==> config.mk <==
export PLATFORM = sky130hd
export DESIGN_NAME = vau_sqrt
export DESIGN_NICKNAME = d
export VERILOG_FILES = /design/src/rtl/core/vau_sqrt.sv
export SDC_FILE = /design/constraint.sdc
export NUM_CORES = 2
export LEC_CHECK = 0
export BUFFER_PORTS_ARGS = -buffer_cell sky130_fd_sc_hd__buf_4
export CAP_MARGIN = 0
export CORE_ASPECT_RATIO = 0.7
export CORE_MARGIN = 2
export CORE_UTILIZATION = 25
export CTS_CLUSTER_DIAMETER = 150
export DETAILED_ROUTE_END_ITERATION = 10
export PLACE_DENSITY = 0.48
export SLEW_MARGIN = 20
export SYNTH_ARGS = -nofsm -noshare
export SYNTH_HDL_FRONTEND = slang
export SYNTH_MEMORY_MAX_BITS = 65536
export SYNTH_SLANG_ARGS = --single-unit
==> constraint.sdc <==
create_clock -name clk -period 9.5 [get_ports clk]
set_input_delay 1.9 -clock clk [delete_from_list [all_inputs] [get_ports clk]]
set_output_delay 1.9 -clock clk [all_outputs]
set_load 0.01 [all_outputs]
==> src/rtl/core/vau_sqrt.sv <==
`timescale 1ns / 1ps

module vau_sqrt #(
    parameter int SB_W = 1
) (
    input  logic            clk,
    input  logic            rst_n,
    input  logic            en,
    input  logic            in_valid,
    input  logic [63:0]     rad,
    input  logic [SB_W-1:0] sb_in,
    output logic            out_valid,
    output logic [31:0]     root,
    output logic [SB_W-1:0] sb_out
);

    logic [32:0]     vld_reg;
    logic [63:0]     rad_reg  [33];
    logic [31:0]     rem_reg  [33];
    logic [31:0]     root_reg [33];
    logic [SB_W-1:0] sb_reg   [33];

    always_ff @(posedge clk or negedge rst_n)
    begin
        if (!rst_n)
        begin
            vld_reg[0] <= 1'b0;
        end
        else if (en)
        begin
            vld_reg[0] <= in_valid;
        end
    end

    always_ff @(posedge clk)
    begin
        if (en)
        begin
            rad_reg[0]  <= rad;
            rem_reg[0]  <= '0;
            root_reg[0] <= '0;
            sb_reg[0]   <= sb_in;
        end
    end

    // one root bit per stage: bring down two radicand bits, try 4r+1
    for (genvar j = 0; j < 32; j++)
    begin : g_step
        logic [31:0] rem_next;
        logic [31:0] root_next;

        always_comb
        begin
            logic [33:0] rs;
            logic [33:0] trial;
            rs    = {rem_reg[j], rad_reg[j][63:62]};
            trial = {root_reg[j], 2'b01};
            if (rs >= trial)
            begin
                rem_next  = 32'(rs - trial);
                root_next = {root_reg[j][30:0], 1'b1};
            end
            else
            begin
                rem_next  = rs[31:0];
                root_next = {root_reg[j][30:0], 1'b0};
            end
        end

        always_ff @(posedge clk or negedge rst_n)
        begin
            if (!rst_n)
            begin
                vld_reg[j+1] <= 1'b0;
            end
            else if (en)
            begin
                vld_reg[j+1] <= vld_reg[j];
            end
        end

        always_ff @(posedge clk)
        begin
            if (en)
            begin
                rad_reg[j+1]  <= {rad_reg[j][61:0], 2'b00};
                rem_reg[j+1]  <= rem_next;
                root_reg[j+1] <= root_next;
                sb_reg[j+1]   <= sb_reg[j];
            end
        end
    end

    assign out_valid = vld_reg[32];
    assign root      = root_reg[32];
    assign sb_out    = sb_reg[32];

endmodule

Word level (Yosys, flattened, before mapping)
Memory sizes are Yosys's and may differ from the RTL's.
Cells that the tools add are included.
{ "word_totals": {"regBits": 33, "ramBits": 4257, "inputBits": 69, "output_inout_bits": 34, "word_cells": 167, "n_memories": 4} }
{ "mem_list": {"columns": ["name", "words", "width", "read_ports", "rd_ports_with_merged_regs", "write_ports", "line", "source"], "rows": [
  ["rad_reg", 33, 64, 32, 0, 33, "18", "logic [63:0] rad_reg [33];"],
  ["rem_reg", 33, 32, 32, 0, 33, "19", "logic [31:0] rem_reg [33];"],
  ["root_reg", 33, 32, 33, 0, 33, "20", "logic [31:0] root_reg [33];"],
  ["sb_reg", 33, 1, 33, 0, 33, "21", "logic [SB_W-1:0] sb_reg [33];"]
]} }
{ "op_classes": {"addsub": 32, "magnitude_cmp": 32, "muxes": 66} }
{ "ops": {"columns": ["cell", "count"], "rows": [
  [">= comparator 34 bit", 32],
  ["2-to-1 mux 32 bit", 32],
  ["subtractor 32 bit", 32],
  ["2-to-1 mux 1 bit", 34]
]} }

Depth between registers and ports, before layout
An unclocked memory read counts as a cell.
{ "depth": {"depth_word": 3, "mapped_depth": 15, "ltp_nobuf": 12} }

Worst setup path before layout
No wires, ideal clock.
{ "synth_timing": {"kind": "flip-flop to flip-flop", "start": "memory rem_reg[16][9], in the netlist rem_reg[0][521]", "end": "memory rem_reg[17][26], in the netlist rem_reg[0][570], data pin", "setup_ns": 0.258, "t_arrival_ns": 3.018, "t_required_ns": 9.242, "setup_slack_ns": 6.224, "stages_incl_launch_ff": 11, "n_path_buf": 0, "synth_period_minus_slack_ns": 3.276, "path_cell_list": "edfxtp_1 -> ha_1 -> a21o_1 -> a21o_1 -> a2111oi_2 -> o32ai_1 -> a311o_1 -> a221o_1 -> or4_4 -> or2_1 -> xnor2_1"} }
{ "synth_lines": {"columns": ["element", "line"], "rows": [
  ["from (decl)", "19"]
]} }

==> results.tsv <==
stage	metric	value	unit
worst_hold_path	cell count of the worst hold path	0	
route	Antenna Nets Post-Route	0	
synthesis	FFs w/ async S/R, synth	1.271	%
synthesis	synthesized instance count	9035	
timing	Post-Route Setup TNS	0	ps
place	global placement routability congestion	0.8391	
global_routing	initial antenna violation count	12	
clocking	CTS H-Tree Depth	5	
worst_hold_path	hold path endpoint	rad_reg[0][337]$_DFFE_PP_	
clocking	Clock Root Buffer	clkbuf_16	
setup_path	CP Capture Type	flop	
setup_path	WP data arrival	5120	ps
timing	Max-slew headroom	24.24	%
route	Top Layer Used	met5	
route	post-DR wirelength/cell	16.39	µm
pwr	switching fraction of total power	29.29	%
clocking	Clk pin slew, worst setup/hold paths	60	ps
die	Die Wd	829.1	µm
worst_hold_path	hold_sp	rad_reg[0][271]$_DFFE_PP_	
global_routing	first-pass GRT wire length	402.6	mm
pwr	switching power total	9.849	mW
synthesis	Synth warnings	0	
die	row cnt	212	
clocking	Post-CTS Resized	0	
die	I/O pins	103	
setup_path	Worst Setup SP	root_reg[0][935]$_DFFE_PP_	
worst_hold_path	HP Class	flop to flop	
clocking	number of hold buffers added after cts	0	
timing	Max Clk Rate	226.7	MHz
route	met1 wire length	142.3	mm
pwr	leakage	51.09	nW
route	DRT Pass-1 Iters	8	
route	Initial DRC Count	5961	
setup_path	Reg2Reg Setup Slack	5090	ps
route	met2 WL	96.21	mm
setup_path	Reg-to-Reg Start	root_reg[0][935]$_DFFE_PP_	
layout	fin area	0.1373	mm²
layout	Finished Core Util	28.87	%
die	DIE AREA	0.4822	mm²
timing	Setup Viol. Count Final	0	
synthesis	number of flops mapped to enable cells by yosys	2563	
timing	RSZ-0062 raised after global routing	false	
synthesis	Synth Flop Type	edfxtp_1	
global_routing	largest net degree at the start of global routing	152	
pwr	Seq pwr share	45.9	%
synthesis	Avg Cell Area, Syn	13.19	µm²
pwr	P per Cell Area	244.9	mW/mm²
run_status	run status	completed	
synthesis	Synth cell types	96	
run	# Max-Cap Violations	0	
timing	Setup Skew	101.5	ps
clocking	Clock Sinks	2596	
layout	nets	9965	
setup_path	critical-path maximum fanout	32	
global_routing	vias in the first global route	66610	
setup_path	kind of critical path	flop to flop	
pwr	Power Total	33.62	mW
pwr	Peak VDD IR	0.0001487	V
global_routing	final global-route overflow total	0	
setup_path	worst reg2reg path endpoint	rem_reg[0][986]$_DFFE_PP_	
global_routing	GR Util All Layers	10.43	%
setup_path	crit start category	flop	
place	placed cell areas	0.1279	mm²
pwr	Clock power frac	33.4	%
setup_path	Req. time, crit path	10210	ps
place	Final HPWL DP	184.3	mm
layout	max reg flops	1056	
synthesis	Post-Syn Nets	9665	
die	initial core utilization	25.05	%
die	core area	0.4756	mm²
timing	Final Max Tran Viols	0	
layout	layout cells sized above 1	8.342	%
route	Via-to-Cell Ratio	4.387	
route	Routed met3 length	15.73	mm
place	count of input and output buffers	102	
route	Detailed Route WL	260.2	mm
clocking	Clock Path Buffers	4	
clocking	Post-CTS Setup Inserts	0	
setup_path	Reg2Reg Depth	11	
clocking	CTS tree	yes	
die	Die Y	581.6	µm
route	vias	69640	
synthesis	Seq/Total Area, Yosys	65.30	%
layout	# fillers	48240	
timing	final worst-path cycle share	46.44	%
pwr	Logic pwr share	20.7	%
route	# DRC	0	
timing	slew of the pin with the lowest slew margin	1126	ps
timing	crit path time final	4412	ps
layout	Area Growth Syn to Fin	15.25	%
timing	Final Hold Vio Count	0	
clocking	clk_lat worst skew	940	ps
synthesis	FF+latch count, synth	2596	
synthesis	synthesized area	0.1191	mm²
pwr	cell-internal power	23.77	mW
clocking	number of buffers created by CTS	285	
critical path: stages, from the launching register on:
cell and delay, ps:
edfxtp_1 500, inv_1 80, ha_1 340, and3_1 220, a221o_1 290, a21oi_1 760
o31ai_1 150, buf_4 210, a22oi_1 200, a22o_1 190, clkinv_1 740, a31o_2 480
worst max-delay path by stage:
| stage | to | cells after the start |
|---|---|---|
| finish | rem_reg[0][986]$_DFFE_PP_ | 11 |
| CTS | rem_reg[0][855]$_DFFE_PP_ | 12 |
| detailed placement | rem_reg[0][855]$_DFFE_PP_ | 12 |
| floorplan | rem_reg[0][570]$_DFFE_PP_ | 10 |
| global placement | rem_reg[0][855]$_DFFE_PP_ | 12 |
| global route | rem_reg[0][891]$_DFFE_PP_ | 12 |
power groups by stage:
| stage | registers, mW | clock network (mW) | logic [mW] |
|---|---|---|---|
| after floorplan | 15.2 | 0 | 5.01 |
| after global placement | 15.7 | 0 | 6.88 |
| after detailed placement | 15.7 | 0 | 6.87 |
| after CTS | 15.5 | 11.7 | 6.92 |
| after global routing | 15.6 | 12.1 | 7.79 |
| final | 15.4 | 11.2 | 6.97 |
routing by layer:
layer / track usage [%] / vias to the layer above
li1: - / 34320
met1: 17.18 / 33390
met2: 13.38 / 1561
met3: 2.201 / 363
met4: 2.531 / 6
met5: 0.1186 / -
Yosys cell counts (all sizes together) (21+ instances only):
| master | count | area, µm² |
|---|---|---|
| and2 | 37 | 231.5 |
| a31oi | 53 | 337.8 |
| o2111ai | 21 | 183.9 |
| o21bai | 51 | 382.9 |
| clkbuf | 129 | 485.5 |
| buf | 30 | 160.2 |
| nand2 | 576 | 2162 |
| xnor2 | 394 | 3451 |
| nor2b | 71 | 444.2 |
| a21boi | 21 | 157.7 |
| o21ai | 444 | 2222 |
| nor4 | 116 | 774.5 |
| ha | 561 | 7019 |
| nand3 | 134 | 670.6 |
| mux2 | 102 | 1149 |
| a21oi | 550 | 2753 |
| or2 | 49 | 306.5 |
| nand3b | 25 | 187.7 |
| xor2 | 371 | 3249 |
| nor3 | 210 | 1086 |
| a211oi | 56 | 425.4 |
| or4 | 45 | 345.3 |
| dfrtp | 33 | 825.8 |
| a21o | 242 | 1817 |
| nand2b | 97 | 606.8 |
| nor2 | 547 | 2053 |
| edfxtp | 2563 | 76960 |
| o211ai | 41 | 321.6 |
| inv | 734 | 2760 |
| o31ai | 73 | 548.0 |
| o21a | 106 | 795.8 |
| and3 | 61 | 381.6 |
| a2111oi | 23 | 220.2 |
| nand4 | 107 | 669.4 |
| or3 | 98 | 618.1 |
per-stage QoR:
| stage | instances | setup slack (ps) | hold WS [ps] |
|---|---|---|---|
| detailed placement | 15360 | 4959 | 404.5 |
| floorplan | 9035 | 6224 | 400.3 |
| CTS | 15870 | 4855 | 360.1 |
| global placement | 15360 | 4951 | 400.0 |
| finish | 15870 | 5088 | 358.3 |
| global route | 15870 | 4729 | 362.6 |
final cells by class:
class	instances	area [µm²]	area share (%)
flip-flops and latches	2596	77790	56.66
inverters	737	2771	2.019
clock inverters	172	2034	1.482
repair buffers	172	1434	1.044
well taps	6313	7899	5.753
diodes	7	17.52	0.01276
multi-input cells	5543	38010	27.69
clock buffers	334	7337	5.344
cell usage in the layout, fill, tap and decap left out, drive strengths merged, types with 134 or more instances in the layout:
cell,netlist,routed
nor2,547,547
edfxtp,2563,2563
a21o,242,242
nand3,134,134
nor3,210,210
o21ai,444,444
clkbuf,129,334
a21oi,550,550
xor2,371,371
nand2,576,576
ha,561,561
buf,30,172
xnor2,394,394
inv,734,753
cell families (layout without fill, tap and decap cells):
logic type / after synthesis / in the layout / synth area share [%]
AO/OA/AOI/OAI: 1852 / 1852 / 9.838
XOR/XNOR: 765 / 765 / 5.624
adder cells (fa/ha/maj): 561 / 561 / 5.892
buffers and inverters: 896 / 1415 / 2.868
flip-flops: 2596 / 2596 / 65.30
multiplexers: 113 / 113 / 1.057
other: 1 / 8 / 0.003148
AND/OR/NAND/NOR: 2251 / 2251 / 9.423
(Power assumes the default switching activity.)
